==> src/design/tepm_pkg.sv <==
// Shared types and status codes for the trace event pair matcher.
`timescale 1ns / 1ps
package tepm_pkg;

  localparam logic [2:0] ST_STORED = 3'd0;
  localparam logic [2:0] ST_PAIR   = 3'd1;
  localparam logic [2:0] ST_ACCUM  = 3'd2;
  localparam logic [2:0] ST_DUP    = 3'd3;
  localparam logic [2:0] ST_FULL   = 3'd4;
  localparam logic [2:0] ST_ZERO   = 3'd5;
  localparam logic [2:0] ST_RECORD = 3'd6;
  localparam logic [2:0] ST_DONE   = 3'd7;

  typedef struct packed {
    logic load_in;
    logic zero_res;
    logic clr_step;
    logic scan_step;
    logic decide;
    logic stat_wr;
    logic drain_step;
    logic drain_rd;
    logic drain_wr;
    logic out_load;
  } tepm_cmd_t;

  typedef struct packed {
    logic clr_done;
    logic is_drain;
    logic is_zero;
    logic scan_done;
    logic need_stats;
    logic drain_done;
    logic drain_hit;
    logic out_free;
  } tepm_stat_t;

endpackage

==> src/design/tepm_ctrl.sv <==
// Controller state machine that sequences each transaction through the datapath.
`timescale 1ns / 1ps
module tepm_ctrl (
  input  logic               clk,
  input  logic               rst,
  input  logic               in_valid,
  output logic               in_ready,
  input  tepm_pkg::tepm_stat_t st,
  output tepm_pkg::tepm_cmd_t  cmd
);
  import tepm_pkg::*;

  typedef enum logic [10:0] {
    S_CLEAR      = 11'b00000000001,
    S_IDLE       = 11'b00000000010,
    S_DISPATCH   = 11'b00000000100,
    S_SCAN       = 11'b00000001000,
    S_DECIDE     = 11'b00000010000,
    S_STAT_RD    = 11'b00000100000,
    S_STAT_WR    = 11'b00001000000,
    S_DRAIN_SRCH = 11'b00010000000,
    S_DRAIN_RD   = 11'b00100000000,
    S_DRAIN_WR   = 11'b01000000000,
    S_FINISH     = 11'b10000000000
  } state_t;

  state_t state, state_next;

  always_ff @(posedge clk) begin
    if (rst) begin
      state <= S_CLEAR;
    end else begin
      state <= state_next;
    end
  end

  always_comb begin
    state_next = state;
    cmd        = '0;
    in_ready   = 1'b0;
    case (state)
      S_CLEAR: begin
        cmd.clr_step = 1'b1;
        if (st.clr_done) state_next = S_IDLE;
      end
      S_IDLE: begin
        in_ready = 1'b1;
        if (in_valid) begin
          cmd.load_in = 1'b1;
          state_next  = S_DISPATCH;
        end
      end
      S_DISPATCH: begin
        if (st.is_drain) begin
          state_next = S_DRAIN_SRCH;
        end else if (st.is_zero) begin
          cmd.zero_res = 1'b1;
          state_next   = S_FINISH;
        end else begin
          state_next = S_SCAN;
        end
      end
      S_SCAN: begin
        cmd.scan_step = 1'b1;
        if (st.scan_done) state_next = S_DECIDE;
      end
      S_DECIDE: begin
        cmd.decide = 1'b1;
        state_next = st.need_stats ? S_STAT_RD : S_FINISH;
      end
      S_STAT_RD: begin
        state_next = S_STAT_WR;
      end
      S_STAT_WR: begin
        cmd.stat_wr = 1'b1;
        state_next  = S_FINISH;
      end
      S_DRAIN_SRCH: begin
        cmd.drain_step = 1'b1;
        if (st.drain_done) begin
          state_next = S_FINISH;
        end else if (st.drain_hit) begin
          state_next = S_DRAIN_RD;
        end
      end
      S_DRAIN_RD: begin
        cmd.drain_rd = 1'b1;
        state_next   = S_DRAIN_WR;
      end
      S_DRAIN_WR: begin
        cmd.drain_wr = 1'b1;
        state_next   = S_FINISH;
      end
      S_FINISH: begin
        if (st.out_free) begin
          cmd.out_load = 1'b1;
          state_next   = S_IDLE;
        end
      end
      default: begin
        state_next = S_CLEAR;
      end
    endcase
  end

  // Only one transaction is in flight at a time.
  a_one_in_flight: assert property (@(posedge clk) disable iff (rst)
    (in_valid && in_ready) |=> !in_ready)
    else $error("input accepted while a transaction is in flight");

  a_load_when_free: assert property (@(posedge clk) disable iff (rst)
    cmd.out_load |-> st.out_free)
    else $error("result loaded over an untaken result");

  a_no_accept_in_clear: assert property (@(posedge clk) disable iff (rst)
    (state == S_CLEAR) |-> (!in_ready && !cmd.load_in))
    else $error("input accepted during the clearing pass");

endmodule

==> config.mk <==
export PLATFORM = sky130hd
export DESIGN_NAME = tepm_ctrl
export DESIGN_NICKNAME = d
export VERILOG_FILES = /design/src/design/tepm_pkg.sv /design/src/design/tepm_ctrl.sv
export SDC_FILE = /design/constraint.sdc
export NUM_CORES = 1
export LEC_CHECK = 0
export ABC_AREA = 1
export BUFFER_PORTS_ARGS = -buffer_cell sky130_fd_sc_hd__buf_4
export CORE_AREA = 2 2 41 43
export CTS_BUF_LIST = sky130_fd_sc_hd__clkbuf_2 sky130_fd_sc_hd__clkbuf_4 sky130_fd_sc_hd__clkbuf_8
export CTS_CLUSTER_SIZE = 24
export DETAILED_ROUTE_END_ITERATION = 10
export DIE_AREA = 0 0 43 45
export PLACE_DENSITY_LB_ADDON = 0.3
export SYNTH_ARGS = -nofsm -noshare
export SYNTH_HDL_FRONTEND = slang
export SYNTH_SLANG_ARGS = --single-unit
==> constraint.sdc <==
create_clock -name clk -period 1.7 [get_ports clk]
set_input_delay 0.085 -clock clk [delete_from_list [all_inputs] [get_ports clk]]
set_output_delay 0.085 -clock clk [all_outputs]
set_load 0.02 [all_outputs]
==> summary.md, run 1 <==
| Metric | Value |
|---|---|
| Mean routed wirelength per cell | `10.5 um` |
| MaxCap Viol Count | `0` |
| Combinational fraction of design power | `0.339` |
| Post-layout util | `0.645` |
| Total global routing track utilization | `0.205` |
| Grt ovf | `0` |
| Vias | `774` |
| CTS tree | `built` |
| GRT met3 Usage | `0.0280` |
| Worst R2R Path Depth | `10` |
| Max reg flops | `11` |
| Seq cells post-synth | `11` |
| Flop2flop setup slack | `0.31 ns` |
| Syn nets | `131` |
| Via count of the first global-routing pass | `739` |
| M1 GR Usage | `0.248` |
| Seq pwr share | `0.400` |
| Reg2reg start | `state[4]` |
| Static leakage | `0.579 nW` |
| # rows | `14` |
| Sequential-to-total area share from yosys stat | `0.300` |
| Reg-to-reg endpoint | `state[9]` |
| Final Cell Area | `950 sq um` |
| Fin. Hold Viols | `0` |
| Crit Path Category | `reg2out` |
| Most common cell after layout, fill and taps aside | `inv_1` |
| CTS clk-pin slew, worst paths | `0.08 ns` |
| Worst rel slew slack | `0.806` |
| Int Power | `0.451 mW` |
| Final Slew Violations | `0` |
| # fillers | `139` |
| Die width | `43 um` |
| Clk buf depth | `2` |
| Clk Tree Root Cell | `clkbuf_4` |
| Part of the power in the clock network | `0.260` |
| Final Setup Violations | `0` |
| Final net count | `157` |
| FMAX | `641 MHz` |
| DP Area | `912 sq um` |
| GR Util met2 | `0.352` |
| Worst slew pin tran | `0.289 ns` |
| Pre-CTS WS | `0.295 ns` |
| H-tree depth | `1` |
| Largest net degree at the start of global routing | `10` |
| Crit. End Element | `primary output` |
| Setup TNS | `0 ns` |
| RD Place Congestion | `0.897` |
| CTS buffer count | `3` |
| Core area | `1470 sq um` |
| Pwr dens | `745 nW/um^2` |
| Distinct cells, synth | `18` |
| Post-route clock skew | `0.00603 ns` |
| Post-Synthesis Cells | `120` |
| Crit path DAT | `1.48 ns` |
| Most frequent cells in the layout | `inv_1 (28), nand2_1 (22), buf_4 (21)` |
| Biggest register | `state` |
| Sw Ratio | `0.362` |
| Status | `finished, final reports clean` |
| CTS Sinks | `11` |
| Remaining DRCs | `0` |
| DR vias/cell | `4.81` |
| TritonRoute pass-1 iters | `4` |
| Latest clock arrival within the worst-skew pair | `0.28 ns` |
| Crit. Startpoint | `state[8]` |
| Hold Crit Class | `in2reg` |
| Syn Std Cell Area | `734 sq um` |
| Final Worst Setup Slack | `0.139 ns` |
| CP endpoint | `cmd[8]` |
| Die height | `45 um` |
| Syn Area/Cell | `6.12 sq um` |
| Maximum VDD drop | `513 uV` |
| Final HPWL DP | `1410 um` |
| First-pass GRT wire length | `2950 um` |
| Fin crit share | `0.918` |
| Sw power | `0.256 mW` |
| Multi-input gate area | `412 sq um` |
| Antenna violations before repair | `0` |
| Worst Path Required | `1.62 ns` |
| Die Footprint | `1940 sq um` |
| Global-route layer with the greatest usage | `met2` |
| Starting density of the core | `0.499` |
| Total inserted antenna cells | `0` |
| Largest registers | `state x11` |
| Top-Level Pins | `22` |
| Area grow syn2layout | `29.3%` |
| Overall routed net length | `1690 um` |
| CP Max Fanout | `9` |
| Sequential cell area | `220 sq um` |
| Iter 0 DRT Violations | `24` |
| RSZ-0062 raised after global routing | `yes` |
| Routed Antenna Nets | `0` |
| Yosys warning count | `0` |
| Fin crit period | `1.56 ns` |
| Port Buffers | `21` |
| Layout cells sized above 1 | `0.290` |
| Crit start category | `flop` |
[final cells by class]
| cell class | count | area share |
|---|---|---|
| Clock buffer | 3 | 0.0237 |
| Clock inverter | 1 | 0.00527 |
| Inverter | 30 | 0.119 |
| Multi-Input combinational cell | 79 | 0.433 |
| Sequential cell | 11 | 0.232 |
| Tap cell | 16 | 0.0211 |
| Timing Repair Buffer | 21 | 0.166 |
[critical path, cell delays in order (launching register included)]
cell	delay [ns]
dfxtp_1	0.34
nor2_2	0.16
nand2_4	0.10
nor2_8	0.17
nand2_1	0.11
nor3_1	0.15
buf_4	0.17
[through the flow]
stage	power [mW]	cells	hold slack [ns]
after global routing	0.749	161	0.00781
after detailed placement	0.525	157	0.302
after floorplan	0.451	120	0.154
after CTS	0.707	161	0.00334
final	0.708	161	0.00593
after global placement	0.519	157	0.306
[synth_stat cells, drive strengths merged]
master  instances  share of area
nor3            7          0.048
o21ai           1         0.0068
nor2           22           0.16
nand4           2          0.017
nand2          26           0.15
a21oi           3          0.020
inv            30           0.15
dfxtp          11           0.30
o21a            1          0.010
nand3          15           0.11
nor3b           2          0.020
[repair_timing]
item / CTS / global route
hold buffers: 0 / 0
gates resized for setup: 0 / 3
buffers inserted: 0 / 0
endpoints found under the setup margin: 0 / 4
[power by group through the flow]
| stage | logic, mW | clock network (mW) | registers, mW |
|---|---|---|---|
| 6_report | 0.240 | 0.184 | 0.283 |
| 5_1_grt | 0.265 | 0.199 | 0.285 |
| 3_5_place_dp | 0.235 | 0 | 0.289 |
| 4_1_cts | 0.238 | 0.187 | 0.283 |
| 3_3_place_gp | 0.231 | 0 | 0.288 |
| 2_1_floorplan | 0.164 | 0 | 0.287 |
[kinds of logic (layout without fill, tap and decap cells)]
logic type / after synthesis / count (layout) / share of synthesized area
compound gates: 5 / 5 / 0.0375
buf+inv: 30 / 55 / 0.153
flops: 11 / 11 / 0.300
simple gates: 74 / 74 / 0.509
[worst min-delay path by stage]
stage / from / to / slack, ns / cells after the start
after global routing: rst / state[5] / 0.008 / 2
after detailed placement: rst / state[5] / 0.30 / 2
after global placement: rst / state[10] / 0.31 / 2
after floorplan: rst / state[10] / 0.15 / 1
final: rst / state[5] / 0.006 / 2
after CTS: rst / state[5] / 0.003 / 2
[per-layer routing]
layer,vias up,wire length (um)
met4,0,27
met2,23,800
met5,-,0
li1,416,-
met3,4,97
met1,331,765
No activity file was read; power rests on OpenSTA's default activity.
==> run 2: changes to the inputs <==
SETUP_SLACK_MARGIN = 0.2   (was not set)
==> run 2 against run 1 <==
  * Non-clock buffer count rose by 8
  * Die area did not move
  * First-iteration DRC count rose by 100%
  * Maximum frequency rose by 3.6%
  * Sequential power rose by 2%
  * Largest cell class unchanged
==> summary.md, run 2 (same netlist as run 1, synthesis figures left out) <==
| Metric | Value |
|---|---|
| Pwr dens | `669 nW/um^2` |
| Core area | `1470 sq um` |
| Global-route layer with the greatest usage | `met2` |
| Worst rel slew slack | `0.794` |
| Mean routed wirelength per cell | `13.5 um` |
| DR vias/cell | `5.29` |
| Final Slew Violations | `0` |
| Fin crit share | `0.886` |
| Clk buf depth | `2` |
| Vias | `894` |
| Worst hold margin | `0.0299 ns` |
| Crit start category | `flop` |
| M1 GR Usage | `0.250` |
| Status | `finished, final reports clean` |
| Static leakage | `0.647 nW` |
| Most frequent cells in the layout | `inv_1 (27), buf_4 (27), nand2_1 (17)` |
| Reg2reg start | `state[5]` |
| Hold Crit Class | `in2reg` |
| RSZ-0062 raised after global routing | `yes` |
| TritonRoute pass-1 iters | `4` |
| Biggest register | `state` |
| Grt ovf | `0` |
| Critical path's largest stage delay | `0.35 ns` |
| Crit path DAT | `1.69 ns` |
| Final Setup Violations | `0` |
| Crit Path Category | `reg2reg` |
| MaxCap Viol Count | `0` |
| # rows | `14` |
| Worst Path Required | `1.88 ns` |
| RD Place Congestion | `0.897` |
| Top-Level Pins | `22` |
| FMAX | `664 MHz` |
| First-pass GRT wire length | `3110 um` |
| Layout cells sized above 1 | `0.458` |
| Overall routed net length | `2290 um` |
| Total global routing track utilization | `0.215` |
| CP most frequent cell | `nor2_4` |
| Pre-CTS WS | `0.295 ns` |
| Worst slew pin tran | `0.306 ns` |
| Clk Tree Root Cell | `clkbuf_4` |
| Post-route clock skew | `0.00597 ns` |
| GRT met3 Usage | `0.0280` |
| Critical Path Slowest Stage Cell | `dfxtp_2` |
| CP Max Fanout | `4` |
| Setup TNS | `0 ns` |
| Area grow syn2layout | `54.2%` |
| CTS clk-pin slew, worst paths | `0.08 ns` |
| Die Footprint | `1940 sq um` |
| Final Worst Setup Slack | `0.193 ns` |
| Iter 0 DRT Violations | `49` |
| GR Util met2 | `0.391` |
| CTS buffer count | `3` |
| Largest net degree at the start of global routing | `8` |
| Routed Antenna Nets | `0` |
| Fin crit period | `1.51 ns` |
| Worst path bufs/invs | `4` |
| Maximum VDD drop | `530 uV` |
| Final net count | `165` |
| Max reg flops | `11` |
| Starting density of the core | `0.499` |
| Post-layout util | `0.770` |
| Antenna violations before repair | `0` |
| Worst-path cell chain | `nor2_4, buf_4, inv_1, nor2_4, nand3_2, nor2_4, nor2_2, nand2_2, inv_2, nand3_1, inv_1` |
| Remaining DRCs | `0` |
| CTS tree | `built` |
| Crit. End Element | `flop` |
| Port Buffers | `21` |
| HP Start | `st[3]` |
| Die height | `45 um` |
| Die width | `43 um` |
| CTS Sinks | `11` |
| Via count of the first global-routing pass | `774` |
| Largest registers | `state x11` |
| Final Non-Filler Cells | `169` |
| Latest clock arrival within the worst-skew pair | `0.28 ns` |
| Total inserted antenna cells | `0` |
| H-tree depth | `1` |
| Placed insts | `157` |
| Final HPWL DP | `1410 um` |
| Delay-heaviest family, CP | `simple AND/OR/NAND/NOR gates` |
| Fin. Hold Viols | `0` |
| Crit. Startpoint | `state[5]` |
run 2: layout make-up:
| class | instances | area [sq um] |
|---|---|---|
| fillers | 96 | 339 |
| inverters | 30 | 113 |
| multi-input cells | 79 | 517 |
| clock buffers | 3 | 22.5 |
| flip-flops and latches | 11 | 231 |
| repair buffers | 29 | 224 |
| well taps | 16 | 20.0 |
| clock inverters | 1 | 5.00 |
run 2: path summary, 6_finish.rpt:
check / endpoint / slack (ns) / cells after the start
hold / removal: state[5] / 0.03 / 3
setup / recovery: state[9] / 0.19 / 11
setup reg to reg: state[9] / 0.19 / 11
hold reg to reg: state[3] / 0.60 / 3
run 2: where the power goes:
group          internal [mW]  total (mW)  switching, mW
Clock                 0.0874       0.189          0.101
Sequential             0.273       0.290         0.0170
Combinational          0.103       0.279          0.176
Total                  0.463       0.758          0.294
run 2: metrics by stage:
step | cell area (sq um) | total power [mW]
finish | 1130 | 0.758
floorplan | 734 | 0.451
CTS | 992 | 0.712
global route | 1130 | 0.793
global placement | 912 | 0.519
detailed placement | 912 | 0.525
run 2: worst reg2reg max path, delay by kind of cell (launching register included):
family / cells / cell delay [ns]
buffers and inverters: 4 / 0.29
DFF: 1 / 0.35
and+or+nand+nor: 7 / 0.76
run 2: routing by layer:
layer,vias up,share of wire
met2,52,0.50
met3,11,0.079
met5,-,0
met1,398,0.40
met4,0,0.025
li1,433,-
run 2: repair_timing:
| item | CTS | global route |
|---|---|---|
| endpoints found under the setup margin | 6 | 17 |
| pin swaps | 5 | 13 |
| endpoints found under the hold margin | 1 | 0 |
| resized for setup | 7 | 30 |
| setup buffers | 3 | 4 |
| hold buffers | 1 | 0 |
